<file path="config.mk">
export PLATFORM = sky130hd
export DESIGN_NAME = biphase_ir_frame_decoder
export DESIGN_NICKNAME = d
export VERILOG_FILES = /design/src/hw/rtl/bipir_pkg.sv /design/src/hw/rtl/biphase_ir_frame_decoder.sv /design/src/hw/rtl/bipir_cfg_regs.sv /design/src/hw/rtl/bipir_decode.sv /design/src/hw/rtl/bipir_out_buf.sv
export VERILOG_INCLUDE_DIRS = /design/src /design/src/hw/rtl
export SDC_FILE = /design/constraint.sdc
export NUM_CORES = 1
export LEC_CHECK = 0
export ABC_AREA = 1
export BUFFER_PORTS_ARGS = -buffer_cell sky130_fd_sc_hd__buf_2
export CORE_MARGIN = 2
export CORE_UTILIZATION = 40
export CTS_CLUSTER_DIAMETER = 80
export DETAILED_ROUTE_END_ITERATION = 10
export GPL_ROUTABILITY_DRIVEN = 0
export PLACE_DENSITY = 0.56
export SYNTH_ARGS = -nofsm -noshare
export SYNTH_HDL_FRONTEND = slang
export SYNTH_HIERARCHICAL = 1
export SYNTH_SLANG_ARGS = --single-unit
</file>
<file path="constraint.sdc">
create_clock -name i_clk -period 5.5 [get_ports i_clk]
set_clock_uncertainty 0.15 [all_clocks]
set_input_delay 0.55 -clock i_clk [delete_from_list [all_inputs] [get_ports i_clk]]
set_output_delay 0.55 -clock i_clk [all_outputs]
set_load 0.01 [all_outputs]
</file>
<file path="src/hw/rtl/biphase_ir_frame_decoder_assert.svh">
// Assertion macros for the bi-phase IR frame decoder.
// Each macro takes a label, clock, active-low reset, antecedent and consequent.
`ifndef BIPHASE_IR_FRAME_DECODER_ASSERT_SVH
`define BIPHASE_IR_FRAME_DECODER_ASSERT_SVH

`ifndef SYNTHESIS

// Same-cycle implication.
`define BIPIR_ASSERT_IMPLY(label, clk, rst_n, ante, cons) \
    label: assert property (@(posedge clk) disable iff (!(rst_n)) (ante) |-> (cons)) \
        else $error("assertion failed");

// Next-cycle implication.
`define BIPIR_ASSERT_NEXT(label, clk, rst_n, ante, cons) \
    label: assert property (@(posedge clk) disable iff (!(rst_n)) (ante) |=> (cons)) \
        else $error("assertion failed");

`else

`define BIPIR_ASSERT_IMPLY(label, clk, rst_n, ante, cons)
`define BIPIR_ASSERT_NEXT(label, clk, rst_n, ante, cons)

`endif

`endif

</file>
<file path="src/hw/rtl/bipir_pkg.sv">
package bipir_pkg;

    localparam int WIDTH_W   = 16;
    localparam int SHIFT_W   = 16;
    localparam int COUNT_W   = 5;
    localparam int CFG_IDX_W = 2;

    // Frame length in bits, leading 1 bit included
    localparam int FRAME_BITS = 14;
    localparam logic [COUNT_W-1:0] FRAME_COUNT = COUNT_W'(FRAME_BITS);

    localparam logic [WIDTH_W-1:0] SHORT_MIN_RST = 16'd640;
    localparam logic [WIDTH_W-1:0] SHORT_MAX_RST = 16'd1140;
    localparam logic [WIDTH_W-1:0] LONG_MIN_RST  = 16'd1340;
    localparam logic [WIDTH_W-1:0] LONG_MAX_RST  = 16'd2220;

    localparam logic [CFG_IDX_W-1:0] REG_SHORT_MIN = 2'd0;
    localparam logic [CFG_IDX_W-1:0] REG_SHORT_MAX = 2'd1;
    localparam logic [CFG_IDX_W-1:0] REG_LONG_MIN  = 2'd2;
    localparam logic [CFG_IDX_W-1:0] REG_LONG_MAX  = 2'd3;

    typedef enum logic [2:0] {
        PH_START  = 3'd0,
        PH_MID1   = 3'd1,
        PH_START1 = 3'd2,
        PH_MID0   = 3'd3,
        PH_START0 = 3'd4
    } t_phase;

    typedef enum logic [1:0] {
        CLS_NONE  = 2'd0,
        CLS_SHORT = 2'd1,
        CLS_LONG  = 2'd2
    } t_pulse_cls;

    typedef struct packed {
        logic [WIDTH_W-1:0] short_min;
        logic [WIDTH_W-1:0] short_max;
        logic [WIDTH_W-1:0] long_min;
        logic [WIDTH_W-1:0] long_max;
    } t_cfg;

    typedef struct packed {
        logic [SHIFT_W-1:0] command;
        logic               frame_error;
        logic [COUNT_W-1:0] bits_received;
    } t_result;

endpackage

</file>
<file path="src/hw/rtl/biphase_ir_frame_decoder.sv">
// Channel  Dir  Handshake                  Payload
// in       in   i_in_valid / o_in_stall    i_pulse_width[15:0]
// out      out  o_out_valid / i_out_stall  o_command[15:0], o_frame_error, o_bits_received[4:0]
// cfg      in   i_cfg_valid / o_cfg_ready  i_cfg_index[1:0], i_cfg_wdata[15:0]
//
// One pulse width per cycle sustained while the skid entry is free: input register,
// combinational classify and phase update, then a result register with a skid entry.
// A result enters the result register or skid entry when the frame's last pulse is decoded.
// Synchronous active-low reset; windows return to their defaults, decoder to start phase.
// Input stalls only while the pulse register is full and the skid entry is occupied.
`include "biphase_ir_frame_decoder_assert.svh"

module biphase_ir_frame_decoder
    import bipir_pkg::*;
(
    input  logic                 i_clk,
    input  logic                 i_rst_n,
    input  logic                 i_in_valid,
    output logic                 o_in_stall,
    input  logic [WIDTH_W-1:0]   i_pulse_width,
    output logic                 o_out_valid,
    input  logic                 i_out_stall,
    output logic [SHIFT_W-1:0]   o_command,
    output logic                 o_frame_error,
    output logic [COUNT_W-1:0]   o_bits_received,
    input  logic                 i_cfg_valid,
    output logic                 o_cfg_ready,
    input  logic [CFG_IDX_W-1:0] i_cfg_index,
    input  logic [WIDTH_W-1:0]   i_cfg_wdata
);

    t_cfg               cfg;
    logic               r_pw_valid;
    logic [WIDTH_W-1:0] r_pw;
    logic               in_xfer;
    logic               dec_fire;
    logic               res_valid;
    t_result            res;
    logic               buf_full;
    t_result            out_data;

    bipir_cfg_regs u_cfg (
        .i_clk       (i_clk),
        .i_rst_n     (i_rst_n),
        .i_cfg_valid (i_cfg_valid),
        .o_cfg_ready (o_cfg_ready),
        .i_cfg_index (i_cfg_index),
        .i_cfg_wdata (i_cfg_wdata),
        .o_cfg       (cfg)
    );

    assign dec_fire   = r_pw_valid && !buf_full;
    assign o_in_stall = r_pw_valid && buf_full;
    assign in_xfer    = i_in_valid && !o_in_stall;

    always_ff @(posedge i_clk) begin
        if (!i_rst_n) begin
            r_pw_valid <= 1'b0;
        end else begin
            r_pw_valid <= in_xfer || (r_pw_valid && !dec_fire);
        end
    end

    always_ff @(posedge i_clk) begin
        if (in_xfer) begin
            r_pw <= i_pulse_width;
        end
    end

    bipir_decode u_decode (
        .i_clk       (i_clk),
        .i_rst_n     (i_rst_n),
        .i_fire      (dec_fire),
        .i_width     (r_pw),
        .i_cfg       (cfg),
        .o_res_valid (res_valid),
        .o_res       (res)
    );

    bipir_out_buf u_out (
        .i_clk        (i_clk),
        .i_rst_n      (i_rst_n),
        .i_load_valid (res_valid),
        .i_load       (res),
        .i_stall      (i_out_stall),
        .o_valid      (o_out_valid),
        .o_data       (out_data),
        .o_full       (buf_full)
    );

    assign o_command       = out_data.command;
    assign o_frame_error   = out_data.frame_error;
    assign o_bits_received = out_data.bits_received;

    `BIPIR_ASSERT_IMPLY(a_no_overflow, i_clk, i_rst_n, res_valid, !buf_full)
    `BIPIR_ASSERT_IMPLY(a_skid_behind_head, i_clk, i_rst_n, buf_full, o_out_valid)
    `BIPIR_ASSERT_IMPLY(a_full_frame_len, i_clk, i_rst_n, o_out_valid && !o_frame_error,
        o_bits_received == FRAME_COUNT)
    `BIPIR_ASSERT_NEXT(a_pulse_held, i_clk, i_rst_n, r_pw_valid && !dec_fire,
        r_pw_valid && $stable(r_pw))

endmodule

</file>
<file path="src/hw/rtl/bipir_cfg_regs.sv">
module bipir_cfg_regs
    import bipir_pkg::*;
(
    input  logic                 i_clk,
    input  logic                 i_rst_n,
    input  logic                 i_cfg_valid,
    output logic                 o_cfg_ready,
    input  logic [CFG_IDX_W-1:0] i_cfg_index,
    input  logic [WIDTH_W-1:0]   i_cfg_wdata,
    output t_cfg                 o_cfg
);

    t_cfg r_cfg;
    t_cfg n_cfg;

    assign o_cfg_ready = 1'b1;
    assign o_cfg       = r_cfg;

    always_comb begin
        n_cfg = r_cfg;
        if (i_cfg_valid) begin
            case (i_cfg_index)
                REG_SHORT_MIN: n_cfg.short_min = i_cfg_wdata;
                REG_SHORT_MAX: n_cfg.short_max = i_cfg_wdata;
                REG_LONG_MIN:  n_cfg.long_min  = i_cfg_wdata;
                REG_LONG_MAX:  n_cfg.long_max  = i_cfg_wdata;
                default: ;
            endcase
        end
    end

    always_ff @(posedge i_clk) begin
        if (!i_rst_n) begin
            r_cfg.short_min <= SHORT_MIN_RST;
            r_cfg.short_max <= SHORT_MAX_RST;
            r_cfg.long_min  <= LONG_MIN_RST;
            r_cfg.long_max  <= LONG_MAX_RST;
        end else begin
            r_cfg <= n_cfg;
        end
    end

endmodule

</file>
<file path="src/hw/rtl/bipir_decode.sv">
module bipir_decode
    import bipir_pkg::*;
(
    input  logic               i_clk,
    input  logic               i_rst_n,
    input  logic               i_fire,
    input  logic [WIDTH_W-1:0] i_width,
    input  t_cfg               i_cfg,
    output logic               o_res_valid,
    output t_result            o_res
);

    t_phase             r_phase;
    t_phase             n_phase;
    logic [SHIFT_W-1:0] r_shift;
    logic [SHIFT_W-1:0] n_shift;
    logic [COUNT_W-1:0] r_count;
    logic [COUNT_W-1:0] n_count;
    t_pulse_cls         cls;
    logic               err;
    logic               push;
    logic               push_bit;
    logic               done;

    // Short window wins where the two overlap
    always_comb begin
        if ((i_width >= i_cfg.short_min) && (i_width <= i_cfg.short_max)) begin
            cls = CLS_SHORT;
        end else if ((i_width >= i_cfg.long_min) && (i_width <= i_cfg.long_max)) begin
            cls = CLS_LONG;
        end else begin
            cls = CLS_NONE;
        end
    end

    always_comb begin
        n_phase  = r_phase;
        err      = 1'b0;
        push     = 1'b0;
        push_bit = 1'b0;
        case (r_phase)
            PH_MID1: begin
                if (cls == CLS_SHORT) begin
                    n_phase = PH_START1;
                end else if (cls == CLS_LONG) begin
                    push    = 1'b1;
                    n_phase = PH_MID0;
                end else begin
                    err = 1'b1;
                end
            end
            PH_START1: begin
                if (cls == CLS_SHORT) begin
                    push     = 1'b1;
                    push_bit = 1'b1;
                    n_phase  = PH_MID1;
                end else begin
                    err = 1'b1;
                end
            end
            PH_MID0: begin
                if (cls == CLS_SHORT) begin
                    n_phase = PH_START0;
                end else if (cls == CLS_LONG) begin
                    push     = 1'b1;
                    push_bit = 1'b1;
                    n_phase  = PH_MID1;
                end else begin
                    err = 1'b1;
                end
            end
            PH_START0: begin
                if (cls == CLS_SHORT) begin
                    push    = 1'b1;
                    n_phase = PH_MID0;
                end else begin
                    err = 1'b1;
                end
            end
            default: begin
                n_phase = PH_MID1;
            end
        endcase

        // Start phase: first pulse is the leading 1 bit, whatever its width
        if (r_phase == PH_MID1 || r_phase == PH_START1 || r_phase == PH_MID0 ||
            r_phase == PH_START0) begin
            n_shift = push ? {r_shift[SHIFT_W-2:0], push_bit} : r_shift;
            n_count = push ? r_count + COUNT_W'(1) : r_count;
        end else begin
            n_shift = SHIFT_W'(1);
            n_count = COUNT_W'(1);
        end

        done = err || (n_count == FRAME_COUNT);

        o_res_valid         = i_fire && done;
        o_res.command       = n_shift;
        o_res.frame_error   = err;
        o_res.bits_received = n_count;
    end

    always_ff @(posedge i_clk) begin
        if (!i_rst_n) begin
            r_phase <= PH_START;
            r_shift <= '0;
            r_count <= '0;
        end else if (i_fire) begin
            if (done) begin
                r_phase <= PH_START;
                r_shift <= '0;
                r_count <= '0;
            end else begin
                r_phase <= n_phase;
                r_shift <= n_shift;
                r_count <= n_count;
            end
        end
    end

endmodule

</file>
<file path="src/hw/rtl/bipir_out_buf.sv">
module bipir_out_buf
    import bipir_pkg::*;
(
    input  logic    i_clk,
    input  logic    i_rst_n,
    input  logic    i_load_valid,
    input  t_result i_load,
    input  logic    i_stall,
    output logic    o_valid,
    output t_result o_data,
    output logic    o_full
);

    logic    r_out_valid;
    logic    n_out_valid;
    t_result r_out;
    t_result n_out;
    logic    r_skid_valid;
    logic    n_skid_valid;
    t_result r_skid;
    t_result n_skid;
    logic    take;

    assign o_valid = r_out_valid;
    assign o_data  = r_out;
    assign o_full  = r_skid_valid;

    always_comb begin
        take         = !r_out_valid || !i_stall;
        n_out_valid  = r_out_valid;
        n_out        = r_out;
        n_skid_valid = r_skid_valid;
        n_skid       = r_skid;
        if (take) begin
            if (r_skid_valid) begin
                n_out_valid  = 1'b1;
                n_out        = r_skid;
                n_skid_valid = 1'b0;
            end else begin
                n_out_valid = i_load_valid;
                n_out       = i_load;
            end
        end else if (i_load_valid) begin
            // head stalled: park the new result
            n_skid_valid = 1'b1;
            n_skid       = i_load;
        end
    end

    always_ff @(posedge i_clk) begin
        if (!i_rst_n) begin
            r_out_valid  <= 1'b0;
            r_skid_valid <= 1'b0;
        end else begin
            r_out_valid  <= n_out_valid;
            r_skid_valid <= n_skid_valid;
        end
    end

    always_ff @(posedge i_clk) begin
        r_out  <= n_out;
        r_skid <= n_skid;
    end

endmodule
</file>
==> key figures <==
Global routing
  • Gr busiest metal: met2
  • M2 GR Usage: 26.7%
  • Vias in the first global route: ~5,800
  • GR Util met1: between 20 and 30%
  • First-pass GRT wire length: between 20 and 30 mm
  • Initial antenna violation count: 0
  • Largest net degree at the start of global routing: just under 70
  • Met3 global-route usage: ~3.6%
  • Remaining Overflow, GRT: 0
  • Total GRT Usage: roughly 18%

Logic synthesis
  • Synth area leader: dfxtp_1
  • Post-synth top flop: dfxtp_1
  • Post-synthesis sequential area ratio: about 45%
  • Share of the synthesized area in the top cell type: between 20% and 30%
  • Distinct cells, synth: 39
  • Synth area leaders: dfxtp_1 (23%), edfxtp_1 (22%), nand2_1 (11%)
  • Syn. warnings: 6
  • Post-synth ARST share: 0%
  • Mapped Cells: roughly 1,000
  • Top-count cell post-synth: nand2_1
  • Syn Area/Cell: a little under 8 µm²
  • Post-synth EDFFs: 60
  • Commonest cells post-synth: nand2_1 (234), inv_1 (174), nor2_1 (106)
  • Synth Cell Area: 8090 µm²
  • Seq cells post-synth: around 150
  • Post-Syn Nets: between 1,000 and 1,500

Cells and area
  • Area occupied by multi-input gates: 3510 µm²
  • Final nets: ~1,200
  • Fillers: 2,007
  • Synth-to-layout area growth: 13.0%
  • Inserted Diodes: 0
  • Final cell count without fillers: roughly 1,300
  • Register area: around 3600 µm²
  • Layout cell share with drive strength beyond 1: between 10 and 15%

Clocking
  • Hold_buf cts: 0
  • Gates resized, CTS repair: 0
  • CTS tree: built
  • CTS Buf Count: 17
  • Post-CTS Setup Bufs: 0
  • Clk slew on worst S/H paths: roughly 0.070 ns
  • Clock insertion delay at the later pin of the skew report: between 0.4 and 0.5 ns
  • Clock Sinks: between 150 and 200
  • Clk buf depth: 2
  • CTS H-tree lvls: 4
  • Root Buffer: clkbuf_16

STA
  • Final Hold Slack: 0.149 ns
  • Max_slew headroom: 37.6%
  • Final setup vio count: 0
  • Slew @ Worst Pin: 0.934 ns
  • Final hold vios: 0
  • Slack of the critical path: between 1 and 1.5 ns
  • Crit share post-route: ~73%
  • Setup TNS: 0 ns
  • Tmin final: approximately 4 ns
  • Max Slew Vio Count: 0
  • Max Freq: between 200 and 250 MHz
  • Unrepaired setup endpoints after global routing: no

Route
  • Routed Antenna Nets: 0
  • Vias post-DR: 6,269
  • Mean number of vias per cell: 4.66
  • First-pass iteration count of the detailed router: 5
  • Post-Route WL: between 15 and 20 mm
  • Drc violations: 0
  • Average wire per cell in the routed design: about 13 µm
  • DR iter-0 viols: between 400 and 500

Setup path
  • CP max stage delay: around 0.5 ns
  • Crit path DAT: just under 4 ns
  • Worst setup EP type: flop
  • Slowest cell on crit path: edfxtp_1
  • CP dominant cell by count: nand2_1
  • Crit start category: flop
  • Sequence of cells on the critical path: ha_1, nand2_2, inv_1, a21oi_1, nand3_1, nand2_1, nand2_1, nand2_1, nand2_2, inv_2, nand3_4, nand2_4, nand2_1, nand2_1, nand2_1, nor2_1, nand3_2, a21oi_1, inv_1, nor2_1, buf_4
  • Crit path max fanout: 24
  • Worst EP required: approximately 5.5 ns
  • WS Path Type: flop to flop

Power
  • Worst IR Drop VDD: between 0.00015 and 0.0002 V
  • Cell area power density: about 300 nW/µm²
  • P_leak: 4.29 nW

Min path
  • Hold Path Class: input pin to flop

Die
  • Core ar.: 20,000 µm²
  • Die ar.: 21,400 µm²
  • Die Wd: between 100 and 150 µm
  • Rows: 52
  • Chip height: roughly 150 µm
  • Io pins: 64
  • Starting density of the core: 40.4%

Place
  • Post-Place Worst Slack: 1.51 ns
  • Inst Count DP: approximately 1,300
  • DP HPWL: between 10 and 15 mm
  • Number of port buffers: just over 60

Run
  • Max-cap violation count: 0

Run status
  • Outcome: completed
[logic make-up (layout without fill, tap and decap cells)]
family          count (synthesis)  after routing  synth area share (%)
other cells                     1              1                0.0464
fa+ha+maj                      65             65                  10.1
buf+inv                       222            281                  11.9
compound gates                129            129                  9.50
xor+xnor                        3              3                 0.325
flops                         151            151                  44.8
simple gates                  446            446                  23.4
[layer usage]
layer	up-vias	routed length, µm
met5	-	0
met4	0	208
met3	12	710
met2	119	7840
met1	2806	9360
li1	3332	-
[critical path: cells and delay by family, from the launching register on]
kind / cells / cell delay, ns
and+or+nand+nor: 14 / 1.63
adders and majority gates: 1 / 0.37
AOI/OAI and AO/OA: 2 / 0.53
DFF: 1 / 0.49
buffers and inverters: 4 / 0.51
[metrics by stage]
| step | instance area [µm²] | utilization (%) | total power, W |
|---|---|---|---|
| 3_3_place_gp | 8510 | 42.5 | 0.00157 |
| 4_1_cts | 9140 | 45.6 | 0.00281 |
| 6_report | 9140 | 45.6 | 0.00278 |
| 3_5_place_dp | 8510 | 42.5 | 0.00157 |
| 2_1_floorplan | 8090 | - | 0.00148 |
| 5_1_grt | 9140 | 45.6 | 0.00291 |
[layout by cell type, fill, tap and decap left out, types with 3 or more instances in the layout]
master and count:
a211oi_1 4, a21oi_1 77, buf_2 62, buf_4 6, clkbuf_16 17, dfxtp_1 90, edfxtp_1 60, ha_1 65
inv_1 174, inv_2 5, inv_6 4, inv_8 6, nand2_1 234, nand2_2 8, nand2_4 3, nand3_1 72
nand3_2 4, nand4_1 10, nor2_1 104, nor2_2 4, nor3_1 4, o21a_1 3, o21ai_0 16, o21ai_2 22
[final cells by class]
cell class / count / area share [%]
tap: 270 / 3.70
sequential: 151 / 39.7
clock buffer: 17 / 4.65
multi-input combinational: 644 / 38.4
inverter: 181 / 7.46
clock inverter: 15 / 2.23
timing repair buffer: 68 / 3.89
[power by group]
part           total (W)  leakage, nW  switching, W  internal, W
combinational   0.000316         2.61      0.000204     0.000112
clock            0.00124        0.310      0.000535     0.000701
sequential       0.00123         1.38     0.0000296      0.00120
[path summary, 6_finish.rpt]
check	startpoint	end	slack (ns)	cells after the start
setup / recovery	r_pw[7]$_DFFE_PP_	u_out/r_skid[15]$_DFFE_PP_	1.50	21
setup reg to reg	r_pw[7]$_DFFE_PP_	u_out/r_skid[15]$_DFFE_PP_	1.50	21
hold / removal	i_pulse_width[0]	r_pw[0]$_DFFE_PP_	0.15	1
hold reg to reg	u_cfg/o_cfg[20]$_SDFFE_PN1P_	u_cfg/o_cfg[20]$_SDFFE_PN1P_	0.31	2
[registers in the layout, summed over array words and instances, names as in the netlist]
| name | count |
|---|---|
| u_decode/r_count | 5 |
| u_out/o_data | 22 |
| r_pw | 16 |
| u_out/o_valid | 1 |
| r_pw_valid | 1 |
| u_out/r_skid | 22 |
| u_decode/r_phase | 3 |
| u_cfg/o_cfg | 64 |
| u_out/o_full | 1 |
| u_decode/r_shift | 16 |
(Power assumes the default switching activity.)
